===== config.mk =====
export PLATFORM = sky130hd
export DESIGN_NAME = sc3_queue
export DESIGN_NICKNAME = d
export VERILOG_FILES = /design/src/hdl/sc3_pkg.sv /design/src/hdl/sc3_queue.sv
export SDC_FILE = /design/constraint.sdc
export NUM_CORES = 1
export LEC_CHECK = 0
export CAP_MARGIN = 0
export CORE_UTILIZATION = 43
export DETAILED_ROUTE_END_ITERATION = 8
export DONT_BUFFER_PORTS = 1
export PLACE_DENSITY = 0.65
export REMOVE_ABC_BUFFERS = 1
export SKIP_LAST_GASP = 1
export SLEW_MARGIN = 25
export SYNTH_ARGS = -nofsm -noshare
export SYNTH_HDL_FRONTEND = slang
export SYNTH_SLANG_ARGS = --single-unit

===== constraint.sdc =====
create_clock -name i_clk -period 4.5 [get_ports i_clk]
set_clock_uncertainty 0.05 [all_clocks]
set_input_delay 0.225 -clock i_clk [delete_from_list [all_inputs] [get_ports i_clk]]
set_output_delay 0.225 -clock i_clk [all_outputs]
set_load 0.1 [all_outputs]

===== src/hdl/sc3_pkg.sv =====
package sc3_pkg;

    localparam int KERNEL_SIZE = 3;
    localparam int WIN_N       = KERNEL_SIZE * KERNEL_SIZE;
    localparam int COEF_W      = 8;
    localparam int KROW_W      = KERNEL_SIZE * COEF_W;
    localparam int STRIDE_W    = 3;
    localparam int DIM_W       = 11;
    localparam int ROW_W       = 10;
    localparam int IDX_W       = 10;
    localparam int SUM_W       = 19;
    localparam int MIN_DIM     = 3;
    localparam int MAX_HEIGHT  = 1024;
    localparam int DEFAULT_DIM = 1024;

    // reciprocal multiply for the small stride divider
    localparam int RECIP_W = 16;

    localparam int QUEUE_DEPTH = 4;
    localparam int QPTR_W      = $clog2(QUEUE_DEPTH);
    localparam int QCNT_W      = $clog2(QUEUE_DEPTH + 1);

    localparam int CFG_IDX_W = 3;
    localparam logic [CFG_IDX_W-1:0] REG_KROW_TOP   = 3'd0;
    localparam logic [CFG_IDX_W-1:0] REG_KROW_MID   = 3'd1;
    localparam logic [CFG_IDX_W-1:0] REG_KROW_BOT   = 3'd2;
    localparam logic [CFG_IDX_W-1:0] REG_STRIDE     = 3'd3;
    localparam logic [CFG_IDX_W-1:0] REG_IMG_WIDTH  = 3'd4;
    localparam logic [CFG_IDX_W-1:0] REG_IMG_HEIGHT = 3'd5;

    typedef logic [KERNEL_SIZE-1:0][KROW_W-1:0] t_kernel;

    // floor((2^16 - 1) / s); one correction step after the multiply fixes the quotient
    function automatic logic [RECIP_W-1:0] recip(input logic [STRIDE_W-1:0] s);
        logic [RECIP_W-1:0] m;
        case (s)
            3'd2:    m = 16'd32767;
            3'd3:    m = 16'd21845;
            3'd4:    m = 16'd16383;
            3'd5:    m = 16'd13107;
            3'd6:    m = 16'd10922;
            3'd7:    m = 16'd9362;
            default: m = 16'd65535;
        endcase
        return m;
    endfunction

endpackage


===== src/hdl/sc3_queue.sv =====
module sc3_queue #(
    parameter int WIDTH = 8
) (
    input  logic                     i_clk,
    input  logic                     i_rst_n,
    input  logic                     i_push,
    input  logic [WIDTH-1:0]         i_data,
    input  logic                     i_pop,
    output logic [WIDTH-1:0]         o_data,
    output logic                     o_empty,
    output logic [sc3_pkg::QCNT_W-1:0] o_count
);
    import sc3_pkg::*;

    logic [WIDTH-1:0]  r_mem [QUEUE_DEPTH];
    logic [QPTR_W-1:0] r_wr_ptr;
    logic [QPTR_W-1:0] r_rd_ptr;
    logic [QCNT_W-1:0] r_count;
    logic [QCNT_W-1:0] n_count;
    logic              do_pop;

    assign o_empty = (r_count == '0);
    assign o_count = r_count;
    assign o_data  = r_mem[r_rd_ptr];
    assign do_pop  = i_pop && !o_empty;

    always_comb begin
        n_count = r_count;
        if (i_push && !do_pop) begin
            n_count = r_count + QCNT_W'(1);
        end else if (!i_push && do_pop) begin
            n_count = r_count - QCNT_W'(1);
        end
    end

    always_ff @(posedge i_clk) begin
        if (!i_rst_n) begin
            r_wr_ptr <= '0;
            r_rd_ptr <= '0;
            r_count  <= '0;
        end else begin
            if (i_push) begin
                r_wr_ptr <= r_wr_ptr + QPTR_W'(1);
            end
            if (do_pop) begin
                r_rd_ptr <= r_rd_ptr + QPTR_W'(1);
            end
            r_count <= n_count;
        end
    end

    always_ff @(posedge i_clk) begin
        if (i_push) begin
            r_mem[r_wr_ptr] <= i_data;
        end
    end

    a_count_bound: assert property (@(posedge i_clk) disable iff (!i_rst_n)
        r_count <= QCNT_W'(QUEUE_DEPTH))
        else $error("queue count past depth");

    a_ptr_track: assert property (@(posedge i_clk) disable iff (!i_rst_n)
        QPTR_W'(r_wr_ptr - r_rd_ptr) == r_count[QPTR_W-1:0])
        else $error("queue pointers disagree with count");

endmodule


# --- Word-level counts from Yosys, hierarchy flattened ---
# Memories as Yosys holds them, arrays and structs flattened. A register that Yosys moved wholly into a read port is not among the register bits.
# Cells that the tools add are included.
word_totals:
  ff_bits: 7
  ram_bits: 32
  in_bits: 12
  out_inout_bits: 12
  elab_cells: 22
  n_memories: 1
mem_list:
  columns: ["name", "words", "width", "rd", "rd_clocked_by_memory_dff", "wr", "line", "source"]
  rows:
  - ["r_mem", 4, 8, 1, 1, 1, "sc3_queue.sv:15", "logic [WIDTH-1:0] r_mem [QUEUE_DEPTH];"]
classes:
  n_addsub: 4
  mux: 6
  n_reduce_logical: 8
ops:
  columns: ["op", "n"]
  rows:
  - ["3-bit 2-to-1 mux", 2]
  - ["2-bit by 1-bit adder with 2-bit output (second input constant)", 2]
  - ["2-bit 2-to-1 mux", 2]
  - ["3-bit by 1-bit adder with 3-bit output (second input constant)", 1]
  - ["1-bit logical AND", 3]
  - ["1-bit logical NOT", 3]
  - ["3-bit logical NOT", 1]
  - ["3-bit by 1-bit subtractor with 3-bit output (second input constant)", 1]
  - ["1-bit 2-to-1 mux", 2]
  - ["2-bit nonzero test", 1]

# --- Longest topological paths before layout ---
depth:
  depth_word: 6
  mapped_depth: 7
  depth_no_buf: 7

# --- Least setup slack after synthesis ---
# No wires, ideal clock.
synth_timing:
  kind: "register -> output"
  start: "register r_count[0] (netlist: o_count[0])"
  end: "output port o_empty"
  arrival_ps: 2964
  t_required_ps: 4225
  path_slack_ps: 1261
  path_stages_with_launch: 2
  path_buffers: 0
  path_cell_list: "dfxtp_1 -> nor3_1"
synth_between:
  elab_chain_len: 1
synth_lines:
  columns: ["element", "line", "source"]
  rows:
  - ["start, declared", "sc3_queue.sv:18", "logic [QCNT_W-1:0] r_count;"]
  - ["start signal, assigned", "sc3_queue.sv:48", "r_count <= n_count;"]
  - ["3-bit logical NOT", "sc3_queue.sv:22", "assign o_empty = (r_count == '0);"]
  - ["end, declared", "sc3_queue.sv:10", "output logic o_empty,"]
# No other way between the ends.

# --- Worst setup path in the final report ---
layout_timing:
  start: "register r_count[1] (netlist: o_count[1])"
  end: "register r_count[2] (netlist: o_count[2])"
layout_between:
  elab_chain_len: 6
  elab_cells_between_ends: 11
  classes_between: "2 x add/sub; 2 x mux; 7 x reduce/logical"
layout_lines:
  columns: ["element"]
  rows:
  - ["branches (longest 6 deep; another with 3-bit by 1-bit subtractor with 3-bit output)"]
# Parallel ways; which one is timed is not known. The select of a mux whose other input is x is not followed.
# A chain may end at the register's enable or synchronous reset.

==> results.tsv <==
metric	value	unit
mux cell area share after synthesis	12.4	%
most common cell after layout, fill and taps aside	edfxtp_1	
TNS Setup	0	ps
RSZ-0062 raised after global routing	false	
Cell Int Power	694	uW
clock sink total	41	
Sw Share	44.9	%
IO Count	24	
worst slew pin tran	631	ps
CP Class	flop to flop	
layout cells sized above 1	21.6	%
Core Util, Final	54.4	%
setup bufs post-CTS	0	
run status	finished clean	
most frequent cells in the layout	edfxtp_1, and2_1, dlygate4sd3_1, mux4_2, dfxtp_1	
routability cong.	0.687	
first-pass detailed-route iteration total	4	
CTS clk-pin slew, worst paths	70	ps
pwr/cell area	669	mW/mm^2
CP Data Required Time	4660	ps
Tightest Hold Check Type	input pin to flop	
CP max stage cell	fa_1	
Root Driver	clkbuf_8	
CTS tree	done	
Post-Syn Area per Cell	19.3	sq um
VDD IR max	0.299	mV
Top delay family on crit path	adder cells	
Synth Area in Compound Gates	3.09	%
Seq cells post-synth	41	
Logic pwr share	42.2	%
max cap viols	0	
initial antenna violation count	0	
# nets final	119	
H-tree depth	2	
largest stage delay on the critical path	390	ps
cell area after synthesis	0.00162	sq mm
synth unique cells	19	
worst path cell trace	buf_4 -> o31ai_4 -> ha_1 -> inv_1 -> fa_1 -> xor2_1 -> or3_1 -> a21boi_0	
Worst Path Max Fanout	6	
clk buf depth	2	
final hold vios	0	
endpoints failing setup	0	
ANT nets after route	0	
die area	0.00401	sq mm
Simple-Gate Fraction of Synth Area	4.95	%
Synth Area in XOR/XNOR	2.71	%
vias in the first global route	841	
post-synthesis adder-cell area fraction	5.10	%
final worst slack	2230	ps
Tcrit/Tclk final	50.6	%
row count	21	
gr usage total	14.3	%
TritonCTS buffer count	5	
vias	757	
crit path DAT	2440	ps
crit path time final	2270	ps
Area growth syn-to-layout	16.6	%
leakage	0.000639	uW
DR vias/cell	5.11	
Ys Warns	0	
Initial Util	46.6	%
Startpoint Class	flop	
Antenna Cells	0	
First DRT Iteration DRCs	30	
CP bufs+invs	2	
largest net degree at the start of global routing	13	
drt wl/cell	16.5	um
DP Area	0.00171	sq mm
register area share after synthesis	70.5	%
Post-Route WL	2450	um
Synth Instances	84	
DRC Markers	0	
Max Clock Freq	440	MHz
CP Capture Type	flop	
Max transition margin	57.9	%
total grt overflow	0	
core area	0.00347	sq mm
Psw	567	uW
Place WS	2240	ps
Slew Viols, Final	0	
Clock Latency Late Sink	280	ps
Die Span Y	63.3	um
port bufs	0	
largest family of logic cells by synthesized area	multiplexers	
cts repair resizes	0	
die width	63.3	um
first-pass GRT wire length	3980	um
Clk pwr share	17.6	%
Sequential Power Share	40.3	%
design area	0.00189	sq mm
-- final timing paths --
path | from | endpoint | slack (ps) | depth (start not counted)
worst max-delay path | o_count[1]$_SDFFE_PN0P_ | o_count[2]$_SDFFE_PN0P_ | 2230 | 8
worst min-delay path | i_rst_n | o_count[0]$_SDFFE_PN0P_ | 10 | 1
worst max register to register | o_count[1]$_SDFFE_PN0P_ | o_count[2]$_SDFFE_PN0P_ | 2230 | 8
worst min register to register | r_wr_ptr[1]$_SDFFE_PN0P_ | r_wr_ptr[1]$_SDFFE_PN0P_ | 510 | 2
-- power groups by stage --
stage	logic, uW	clock network [uW]	registers (uW)
global route	551	248	516
floorplan	394	0	564
finish	532	222	508
CTS	533	231	511
detailed placement	523	0	519
global placement	513	0	517
-- what timing repair did --
| action | CTS | global route |
|---|---|---|
| endpoints found under the setup margin | 0 | 0 |
| endpoints found under the hold margin | 35 | 0 |
| hold buffers | 9 | 0 |
-- through the flow --
step | hold slack [ps] | cells | power, uW
floorplan | 274 | 82 | 958
global placement | 274 | 131 | 1030
detailed placement | 274 | 131 | 1040
CTS | 3.56 | 148 | 1270
global route | 14.4 | 148 | 1320
finish | 14.5 | 148 | 1260
-- metal layers --
| metal | track usage [%] | part of all wire [%] | vias to the layer above |
|---|---|---|---|
| met3 | 5.25 | 4.6 | 4 |
| met5 | 0 | 0 | - |
| li1 | - | - | 352 |
| met1 | 16.0 | 44 | 385 |
| met4 | 5.97 | 1.6 | 0 |
| met2 | 24.3 | 50 | 16 |
-- worst register-to-register path, stage by stage (launching register included) --
cell	delay, ps
dfxtp_1	310
buf_4	250
o31ai_4	310
ha_1	220
inv_1	70
fa_1	390
xor2_1	160
or3_1	300
a21boi_0	150
-- cells in the mapped netlist (all sizes together) --
cell | number | area share, %
a21boi | 1 | 0.46
and2 | 9 | 3.5
buf | 1 | 0.31
clkbuf | 1 | 0.23
dfxtp | 9 | 11
edfxtp | 32 | 59
fa | 1 | 1.2
ha | 5 | 3.9
inv | 3 | 0.70
mux2i | 2 | 1.2
mux4 | 8 | 11
nor2b | 2 | 0.77
nor3 | 1 | 0.31
o21ai | 1 | 0.31
o311ai | 1 | 1.0
o31ai | 1 | 1.3
or3 | 1 | 0.39
xnor2 | 3 | 1.6
xor2 | 2 | 1.1
-- final cells by class --
class / instances / area [sq um]
fillers: 296 / 1580
flip-flops and latches: 41 / 1140
multi-input cells: 38 / 462
repair buffers: 12 / 130
clock buffers: 6 / 72.6
well taps: 46 / 57.6
inverters: 3 / 11.3
clock inverters: 2 / 10.0
-- cell families (layout without fill, tap and decap cells) --
kind of cell,Yosys count,after routing
muxes,10,10
AOI/OAI and AO/OA,4,4
buffers and inverters,5,23
adders and majority gates,6,6
DFF,41,41
xor gates and xnor gates,5,5
and+or+nand+nor,13,13
-- sequential cells by signal (all words and copies together), names as in the netlist, named ones only --
register,count
o_count,3
r_rd_ptr,2
r_mem,32
r_wr_ptr,2
(Power assumes the default switching activity.)
