$ cat config.mk
export PLATFORM = sky130hd
export DESIGN_NAME = sc3_back
export DESIGN_NICKNAME = d
export VERILOG_FILES = /design/src/hdl/sc3_pkg.sv /design/src/hdl/sc3_back.sv
export SDC_FILE = /design/constraint.sdc
export NUM_CORES = 2
export LEC_CHECK = 0
export BUFFER_PORTS_ARGS = -buffer_cell sky130_fd_sc_hd__buf_4
export CORE_ASPECT_RATIO = 0.75
export CORE_MARGIN = 5
export CORE_UTILIZATION = 55
export DETAILED_ROUTE_END_ITERATION = 10
export PLACE_DENSITY = 0.72
export SLEW_MARGIN = 20
export SYNTH_ARGS = -nofsm -noshare
export SYNTH_HDL_FRONTEND = slang
export SYNTH_SLANG_ARGS = --single-unit
$ cat constraint.sdc
create_clock -name i_clk -period 30.2 [get_ports i_clk]
set_clock_uncertainty 0.15 [all_clocks]
set_input_delay 6.04 -clock i_clk [delete_from_list [all_inputs] [get_ports i_clk]]
set_output_delay 6.04 -clock i_clk [all_outputs]
set_load 0.1 [all_outputs]
$ cat src/hdl/sc3_pkg.sv
package sc3_pkg;

    localparam int KERNEL_SIZE = 3;
    localparam int WIN_N       = KERNEL_SIZE * KERNEL_SIZE;
    localparam int COEF_W      = 8;
    localparam int KROW_W      = KERNEL_SIZE * COEF_W;
    localparam int STRIDE_W    = 3;
    localparam int DIM_W       = 11;
    localparam int ROW_W       = 10;
    localparam int IDX_W       = 10;
    localparam int SUM_W       = 19;
    localparam int MIN_DIM     = 3;
    localparam int MAX_HEIGHT  = 1024;
    localparam int DEFAULT_DIM = 1024;

    // reciprocal multiply for the small stride divider
    localparam int RECIP_W = 16;

    localparam int QUEUE_DEPTH = 4;
    localparam int QPTR_W      = $clog2(QUEUE_DEPTH);
    localparam int QCNT_W      = $clog2(QUEUE_DEPTH + 1);

    localparam int CFG_IDX_W = 3;
    localparam logic [CFG_IDX_W-1:0] REG_KROW_TOP   = 3'd0;
    localparam logic [CFG_IDX_W-1:0] REG_KROW_MID   = 3'd1;
    localparam logic [CFG_IDX_W-1:0] REG_KROW_BOT   = 3'd2;
    localparam logic [CFG_IDX_W-1:0] REG_STRIDE     = 3'd3;
    localparam logic [CFG_IDX_W-1:0] REG_IMG_WIDTH  = 3'd4;
    localparam logic [CFG_IDX_W-1:0] REG_IMG_HEIGHT = 3'd5;

    typedef logic [KERNEL_SIZE-1:0][KROW_W-1:0] t_kernel;

    // floor((2^16 - 1) / s); one correction step after the multiply fixes the quotient
    function automatic logic [RECIP_W-1:0] recip(input logic [STRIDE_W-1:0] s);
        logic [RECIP_W-1:0] m;
        case (s)
            3'd2:    m = 16'd32767;
            3'd3:    m = 16'd21845;
            3'd4:    m = 16'd16383;
            3'd5:    m = 16'd13107;
            3'd6:    m = 16'd10922;
            3'd7:    m = 16'd9362;
            default: m = 16'd65535;
        endcase
        return m;
    endfunction

endpackage

$ cat src/hdl/sc3_back.sv
module sc3_back #(
    parameter int MAX_WIDTH  = 1024,
    parameter int PIXEL_BITS = 8,
    localparam int COL_W = $clog2(MAX_WIDTH),
    localparam int CMP_W = (COL_W + 1 > sc3_pkg::DIM_W) ? COL_W + 1 : sc3_pkg::DIM_W,
    localparam int JOB_W = sc3_pkg::WIN_N * PIXEL_BITS + sc3_pkg::ROW_W + COL_W
) (
    input  logic                              i_clk,
    input  logic                              i_rst_n,
    input  logic [JOB_W-1:0]                  i_q_data,
    input  logic                              i_q_empty,
    output logic                              o_q_pop,
    input  sc3_pkg::t_kernel                  i_kernel,
    input  logic [sc3_pkg::STRIDE_W-1:0]      i_stride,
    input  logic [CMP_W-1:0]                  i_w_eff,
    input  logic [sc3_pkg::DIM_W-1:0]         i_h_eff,
    input  logic                              i_pop,
    output logic                              o_valid,
    output logic signed [sc3_pkg::SUM_W-1:0]  o_conv_sum,
    output logic [sc3_pkg::IDX_W-1:0]         o_out_row,
    output logic [sc3_pkg::IDX_W-1:0]         o_out_col,
    output logic                              o_frame_last
);
    import sc3_pkg::*;

    localparam int PROD_W = PIXEL_BITS + COEF_W;
    localparam int ACC_W  = (PIXEL_BITS + 12 > SUM_W) ? PIXEL_BITS + 12 : SUM_W;
    localparam int PM_W   = CMP_W + RECIP_W;
    // lanes: output row, output column, last row, last column
    localparam int DIV_N  = 4;

    typedef struct packed {
        logic [WIN_N-1:0][PIXEL_BITS-1:0] win;
        logic [ROW_W-1:0]                 row;
        logic [COL_W-1:0]                 col;
    } t_job;

    t_job                                job;
    logic                                en;
    logic [DIV_N-1:0][CMP_W-1:0]         x;
    logic signed [PROD_W-1:0]            prod [WIN_N];

    logic                                r_v1;
    logic [STRIDE_W-1:0]                 r_s1_stride;
    logic [DIV_N-1:0][CMP_W-1:0]         r_x;
    logic [DIV_N-1:0][PM_W-1:0]          r_pm;
    logic signed [PROD_W-1:0]            r_prod [WIN_N];

    logic [DIV_N-1:0][CMP_W-1:0]         q;
    logic [DIV_N-1:0][STRIDE_W-1:0]      rem;
    logic signed [ACC_W-1:0]             rsum [KERNEL_SIZE];

    logic                                r_v2;
    logic [STRIDE_W-1:0]                 r_s2_stride;
    logic [DIV_N-1:0][CMP_W-1:0]         r_q;
    logic [DIV_N-1:0][STRIDE_W-1:0]      r_rem;
    logic signed [ACC_W-1:0]             r_rsum [KERNEL_SIZE];

    logic signed [ACC_W-1:0]             total;
    logic                                emit;

    logic                                r_out_valid;
    logic signed [SUM_W-1:0]             r_out_sum;
    logic [IDX_W-1:0]                    r_out_row;
    logic [IDX_W-1:0]                    r_out_col;
    logic                                r_out_last;

    assign job     = t_job'(i_q_data);
    assign en      = !r_out_valid || i_pop;
    assign o_q_pop = en && !i_q_empty;

    // stage 1: nine products, reciprocal multiplies
    assign x[0] = CMP_W'(job.row) - CMP_W'(2);
    assign x[1] = CMP_W'(job.col) - CMP_W'(2);
    assign x[2] = CMP_W'(i_h_eff) - CMP_W'(3);
    assign x[3] = i_w_eff - CMP_W'(3);

    always_comb begin
        for (int i = 0; i < KERNEL_SIZE; i++) begin
            for (int j = 0; j < KERNEL_SIZE; j++) begin
                prod[i*KERNEL_SIZE+j] = $signed(job.win[i*KERNEL_SIZE+j])
                                      * $signed(i_kernel[i][j*COEF_W +: COEF_W]);
            end
        end
    end

    always_ff @(posedge i_clk) begin
        if (en) begin
            r_s1_stride <= i_stride;
            for (int k = 0; k < DIV_N; k++) begin
                r_x[k]  <= x[k];
                r_pm[k] <= PM_W'(x[k]) * PM_W'(recip(i_stride));
            end
            for (int k = 0; k < WIN_N; k++) begin
                r_prod[k] <= prod[k];
            end
        end
    end

    // stage 2: quotient correction, row sums
    always_comb begin
        logic [CMP_W-1:0] q0;
        logic [CMP_W-1:0] rem_full;
        logic [CMP_W-1:0] s_ext;
        s_ext = CMP_W'(r_s1_stride);
        for (int k = 0; k < DIV_N; k++) begin
            q0       = r_pm[k][PM_W-1:RECIP_W];
            rem_full = r_x[k] - CMP_W'(q0 * s_ext);
            if (rem_full >= s_ext) begin
                q[k]   = q0 + CMP_W'(1);
                rem[k] = STRIDE_W'(rem_full - s_ext);
            end else begin
                q[k]   = q0;
                rem[k] = rem_full[STRIDE_W-1:0];
            end
        end
        for (int i = 0; i < KERNEL_SIZE; i++) begin
            rsum[i] = ACC_W'(r_prod[i*KERNEL_SIZE])
                    + ACC_W'(r_prod[i*KERNEL_SIZE+1])
                    + ACC_W'(r_prod[i*KERNEL_SIZE+2]);
        end
    end

    always_ff @(posedge i_clk) begin
        if (en) begin
            r_s2_stride <= r_s1_stride;
            r_q         <= q;
            r_rem       <= rem;
            for (int i = 0; i < KERNEL_SIZE; i++) begin
                r_rsum[i] <= rsum[i];
            end
        end
    end

    // stage 3: final sum, stride filter, result register
    assign total = r_rsum[0] + r_rsum[1] + r_rsum[2];
    assign emit  = (r_rem[0] == '0) && (r_rem[1] == '0);

    always_ff @(posedge i_clk) begin
        if (!i_rst_n) begin
            r_v1        <= 1'b0;
            r_v2        <= 1'b0;
            r_out_valid <= 1'b0;
        end else if (en) begin
            r_v1        <= o_q_pop;
            r_v2        <= r_v1;
            r_out_valid <= r_v2 && emit;
        end
    end

    always_ff @(posedge i_clk) begin
        if (en) begin
            r_out_sum  <= total[SUM_W-1:0];
            r_out_row  <= r_q[0][IDX_W-1:0];
            r_out_col  <= r_q[1][IDX_W-1:0];
            r_out_last <= (r_q[0] == r_q[2]) && (r_q[1] == r_q[3]);
        end
    end

    assign o_valid      = r_out_valid;
    assign o_conv_sum   = r_out_sum;
    assign o_out_row    = r_out_row;
    assign o_out_col    = r_out_col;
    assign o_frame_last = r_out_last;

    a_rem_below_stride: assert property (@(posedge i_clk) disable iff (!i_rst_n)
        r_v2 |-> (r_rem[0] < r_s2_stride) && (r_rem[1] < r_s2_stride)
              && (r_rem[2] < r_s2_stride) && (r_rem[3] < r_s2_stride))
        else $error("stride divider remainder not reduced");

endmodule

Word level (Yosys, flattened, before mapping)
Memory sizes are Yosys's and may differ from the RTL's.
Index checks and enable logic that the tools add are counted.
{ "classes": {"n_addsub": 22, "multipliers": 17, "n_lt_le_gt_ge": 4, "n_eq_ne": 8, "n_mux": 10, "reduce_logical": 9} }
{ "ops": {"columns": ["operator", "n"], "rows": [
  ["$mul A8 B8 Y16", 9],
  ["$mul A11 B16 Y27", 4],
  ["$pmux W16 S6", 1],
  ["$add A17 B16 Y18", 3],
  ["$add A16 B16 Y17", 3],
  ["$add A11 B1 Y11 const B", 4],
  ["$ge A11 B3 Y1", 4],
  ["$mul A11 B3 Y11", 4],
  ["$mux W11", 4],
  ["$sub A11 B11 Y11", 4],
  ["$add A19 B19 Y19", 2],
  ["$eq A11 B11 Y1", 2],
  ["$sub A10 B2 Y11 const B", 2],
  ["$sub A11 B2 Y11 const B", 2],
  ["$mux W16", 1],
  ["$eq A3 B3 Y1 const B", 4],
  ["$eq A3 B2 Y1 const B", 2],
  ["$logic_not A3 Y1", 2],
  ["$mux W3", 2],
  ["$sub A3 B3 Y3", 2],
  ["$logic_and A1 B1 Y1", 4],
  ["$logic_not A1 Y1", 2],
  ["$mux W1", 2],
  ["$logic_or A1 B1 Y1", 1]
]} }
{ "totals": {"reg_bits": 248, "ram_bits": 204, "in_bits": 193, "memories": 2} }
{ "mem_list": {"columns": ["name", "words", "width", "rd", "rd_ports_with_merged_regs", "wr", "line", "rtl"], "rows": [
  ["r_prod", 9, 16, 9, 0, 9, "sc3_back.sv:47", "logic signed [PROD_W-1:0] r_prod [WIN_N];"],
  ["r_rsum", 3, 20, 3, 0, 3, "sc3_back.sv:57", "logic signed [ACC_W-1:0] r_rsum [KERNEL_SIZE];"]
]} }

Depth between registers and ports, before layout
{ "logic_depth": {"depth_word": 4, "mapped_depth": 29, "depth_no_buf": 28} }

Least setup slack after synthesis
Ideal clock, no wire load.
{ "synth_path": {"path_kind": "input-to-reg", "startpoint": "input port i_pop", "endpoint": "register r_out_sum[0] (netlist: o_conv_sum[0]) (enable)", "t_arrival_ps": 13432, "t_required_ps": 29322, "path_slack_ps": 15891, "stages": 2, "n_path_buf": 0, "path_cell_list": "nor2b_1 inv_1"} }
{ "synth_between": {"elab_chain_cells": 1} }
{ "synth_lines": {"columns": ["item", "line", "rtl"], "rows": [
  ["start: declaration", "sc3_back.sv:17", "input logic i_pop,"],
  ["$logic_or A1 B1 Y1", "sc3_back.sv:69", "assign en = !r_out_valid || i_pop;"],
  ["end signal: assignment", "sc3_back.sv:153", "r_out_sum <= total[SUM_W-1:0];"],
  ["end: declaration", "sc3_back.sv:63", "logic signed [SUM_W-1:0] r_out_sum;"]
]} }
No other way between the ends.
A chain may end at the register's enable or synchronous reset.

Final worst setup path
{ "layout_path": {"startpoint": "input port i_stride[2] (netlist bit)", "endpoint": "register r_pm[53] (netlist bit) (data pin)"} }
{ "layout_between": {"elab_chain_cells": 4} }
{ "layout_lines": {"columns": ["item", "line", "rtl"], "rows": [
  ["start: declaration", "sc3_back.sv:14", "input logic [sc3_pkg::STRIDE_W-1:0] i_stride,"],
  ["$eq A3 B3 Y1 or $eq A3 B2 Y1 (tied branches)", "sc3_pkg.sv:36", "case (s)"],
  ["$pmux W16 S6 *", "sc3_pkg.sv:36", null],
  ["$mux W16 *", "sc3_back.sv:88", "if (en) begin"],
  ["$mul A11 B16 Y27 *", "sc3_back.sv:92", "r_pm[k] <= PM_W'(x[k]) * PM_W'(recip(i_stride));"],
  ["end signal: indexed assignment", "sc3_back.sv:92", null],
  ["end: declaration", "sc3_back.sv:46", "logic [DIV_N-1:0][PM_W-1:0] r_pm;"]
]} }
Mark *: on every way between the ends. The rest lies on a longest branch, timed or not. The select of a mux whose other input is x is not followed.

==> impl_metrics.yaml <==
run_status:
  status: "finished, final reports clean"
synth:
  async_flop_share: 0
  postSynthAreaPerCell_um2: 10.03
  synth_nets: 8211
  ys_ff_latch: 382
  yosysTopAreaCellShare: 0.3556
  synth_common_cells: "1423 x inv_1, 1113 x fa_1, 656 x ha_1"
  synth_edf_count: 379
  synth_cells: 6249
  yosysWarnings: 0
  syn-cell-area_um2: 62670
  synth_ff_type: "edfxtp_1"
  yosys.area.top_type: "fa_1"
  synth_seq_area_share: 0.1826
  post-synth-top-count-cell: "inv_1"
  synthTopCellsByArea: "fa_1 36%, edfxtp_1 18%, ha_1 13%"
  ys_types: 83
floorplan:
  coreArea_um2: 113400
  dieArea_um2: 120900
  top_level_ports: 235
  dieWidth_um: 399.8
  die_y_um: 302.3
  initial_core_util: 0.5526
  rows: 107
setup_path:
  r2r_end: "r_q[34]$_DFFE_PN_"
  end_kind: "flip-flop"
  arrival_ps: 13700
  reg2reg_depth: 14
  r2r_start: "r_s1_stride[0]$_DFFE_PN_"
  cp.required_ps: 30380
  crit_top_cell: "fa_1"
  path_class: "input port to flip-flop"
  cp_slowest_stage_delay_ps: 660
  start_kind: "input port"
  cp_slowest_cell: "nand2_1"
  r2r_slack_ps: 24380
  crit_chain: "buf_4 > buf_4 > nand2_2 > nand2_1 > nand2_1 > buf_4 > nand2_1 > fa_1 > inv_1 > fa_1 > fa_1 > fa_1 > fa_1 > ha_1 > a211o_1 > o211ai_1 > a21oi_1 > a311oi_2 > o21ai_2 > o41ai_4 > o21ai_1 > o41ai_2 > xnor2_1"
  path_max_fanout: 37
finish:
  n_antenna_cell: 0
  drive_gt1_frac: 0.05879
  syn_to_final_growth_pct: 7.986
  register_area_um2: 11440
  nFillCells: 9684
  num-nets-final: 8445
  final_area_um2: 67670
  multi_input_area_um2: 45520
  final_cells: 8041
grt:
  grt_pass1_wl_mm: 247.2
  use_met2: 0.4010
  met1_usage: 0.3859
  use_met3: 0.06276
  track_usage: 0.2627
  top_usage_layer: "met2"
  antenna_found_initial: 5
  grt_pass1_vias: 45140
  grt-ovfl-total: 0
  grt_max_degree: 123
place:
  dp_cells: 7966
  dpl_cell_area_um2: 66300
  io_buffers: 234
  gp_congestion: 0.9744
  dpl.hpwl_mm: 128.7
clocking:
  htree_levels: 2
  post_cts_resized: 0
  post-cts-setup-buffers: 0
  hold_buffers: 0
  path_clk_slew_ps: 70
  root_buffer: "clkbuf_16"
  clock_sinks: 382
  clk_latency_ps: 590
  cts_buffer_depth: 3
  cts-buffers-inserted: 41
  cts_tree: "yes"
sta:
  finalSetupTns_ps: 0
  tightestPinTransition_ps: 984.5
  fin_crit_sh: 0.4479
  max_freq_mhz: 73.93
  slew_headroom: 0.3421
  finalSetupViolCount: 0
  rsz0062_at_grt: "false"
  whs_ps: 358.1
  maxSlewViolCount: 0
  post-route-min-period_ps: 13530
  hold_viol_final: 0
drt:
  ant_nets: 0
  dr.pass1.iters: 6
  post_drt_via_cell_ratio: 5.355
  drc: 0
  drtIter0Drc: 3284
  wl_per_cell_um: 19.07
  num_vias: 43060
  routed_wl_mm: 153.3
min_path:
  hold_class: "flip-flop to flip-flop"
  min_from: "r_q[19]$_DFFE_PN_"
  hold_depth: 0
  hold_end: "o_out_col[8]$_DFFE_PN_"
run:
  maxCapViolCount: 0
cells in the final DEF (no fill, tap or decap), types with 13 or more instances in the layout:
master and n:
a211oi_1 20, a21boi_0 33, a21o_1 36, a21oi_1 104, and2_1 484, and3_1 16
buf_4 270, clkbuf_16 43, clkinv_1 19, edfxtp_1 379, fa_1 1113, ha_1 656
inv_1 1422, nand2_1 477, nand2b_1 97, nand3_1 52, nand4_1 18, nor2_1 408
nor2b_1 33, nor3_1 77, nor4_1 15, o211ai_1 22, o21a_1 22, o21ai_0 107
o21bai_1 14, or4_1 13, xnor2_1 260, xor2_1 89
per-stage QoR:
step | util | worst slack, ps
6_report | 0.5968 | 16670
5_1_grt | 0.5968 | 16270
4_1_cts | 0.5968 | 16860
3_5_place_dp | 0.5847 | 16240
3_3_place_gp | 0.5847 | 16520
2_1_floorplan | - | 15890
sequential cells by signal, indices dropped and copies added, names as in the netlist:
register,flops
o_valid,1
o_conv_sum,19
r_x,44
r_v2,1
r_pm,44
r_q,44
r_prod,144
r_rem,6
r_s1_stride,3
o_out_col,10
r_rsum,54
r_v1,1
o_frame_last,1
o_out_row,10
metal layers:
layer | share of wire | wire (um)
met1 | 0.45 | 68650
met2 | 0.44 | 67780
met5 | 0 | 0
met3 | 0.086 | 13220
met4 | 0.024 | 3674
worst max path at each step:
stage	slack, ps	to	start	depth (start not counted)
finish	16670	r_pm[53]$_DFFE_PN_	i_stride[2]	23
floorplan	15890	o_conv_sum[0]$_DFFE_PN_	i_pop	2
CTS	16860	r_pm[53]$_DFFE_PN_	i_stride[2]	23
global route	16270	r_pm[106]$_DFFE_PN_	i_stride[2]	22
global placement	16520	r_pm[26]$_DFFE_PN_	i_stride[2]	23
detailed placement	16240	r_pm[53]$_DFFE_PN_	i_stride[2]	23
layout make-up:
type                       count  share of cell area
inverter                    1438             0.07987
tap                         1526             0.02821
clock inverter                23            0.003291
clock buffer                  52             0.01699
sequential                   382              0.1691
multi-input combinational   4350              0.6726
timing repair buffer         270             0.02995
cells by family after synthesis:
logic type,Yosys count,synth area share
compound gates,459,0.04892
xor+xnor,350,0.04914
fa+ha+maj,1769,0.4865
buf+inv,1517,0.09132
flops,382,0.1826
mux,18,0.003055
simple gates,1754,0.1385
worst max-delay path: cells and delay by family:
kind	cells	cell delay, ps
AO/OA/AOI/OAI	8	1810
XOR/XNOR	1	110
adder cells (fa/ha/maj)	6	2540
buffers and inverters	4	1250
AND/OR/NAND/NOR	4	1880
Power is left out: the tool's default activity adds up to more than one toggle a clock period on the data nets, which glitch-free logic cannot reach.
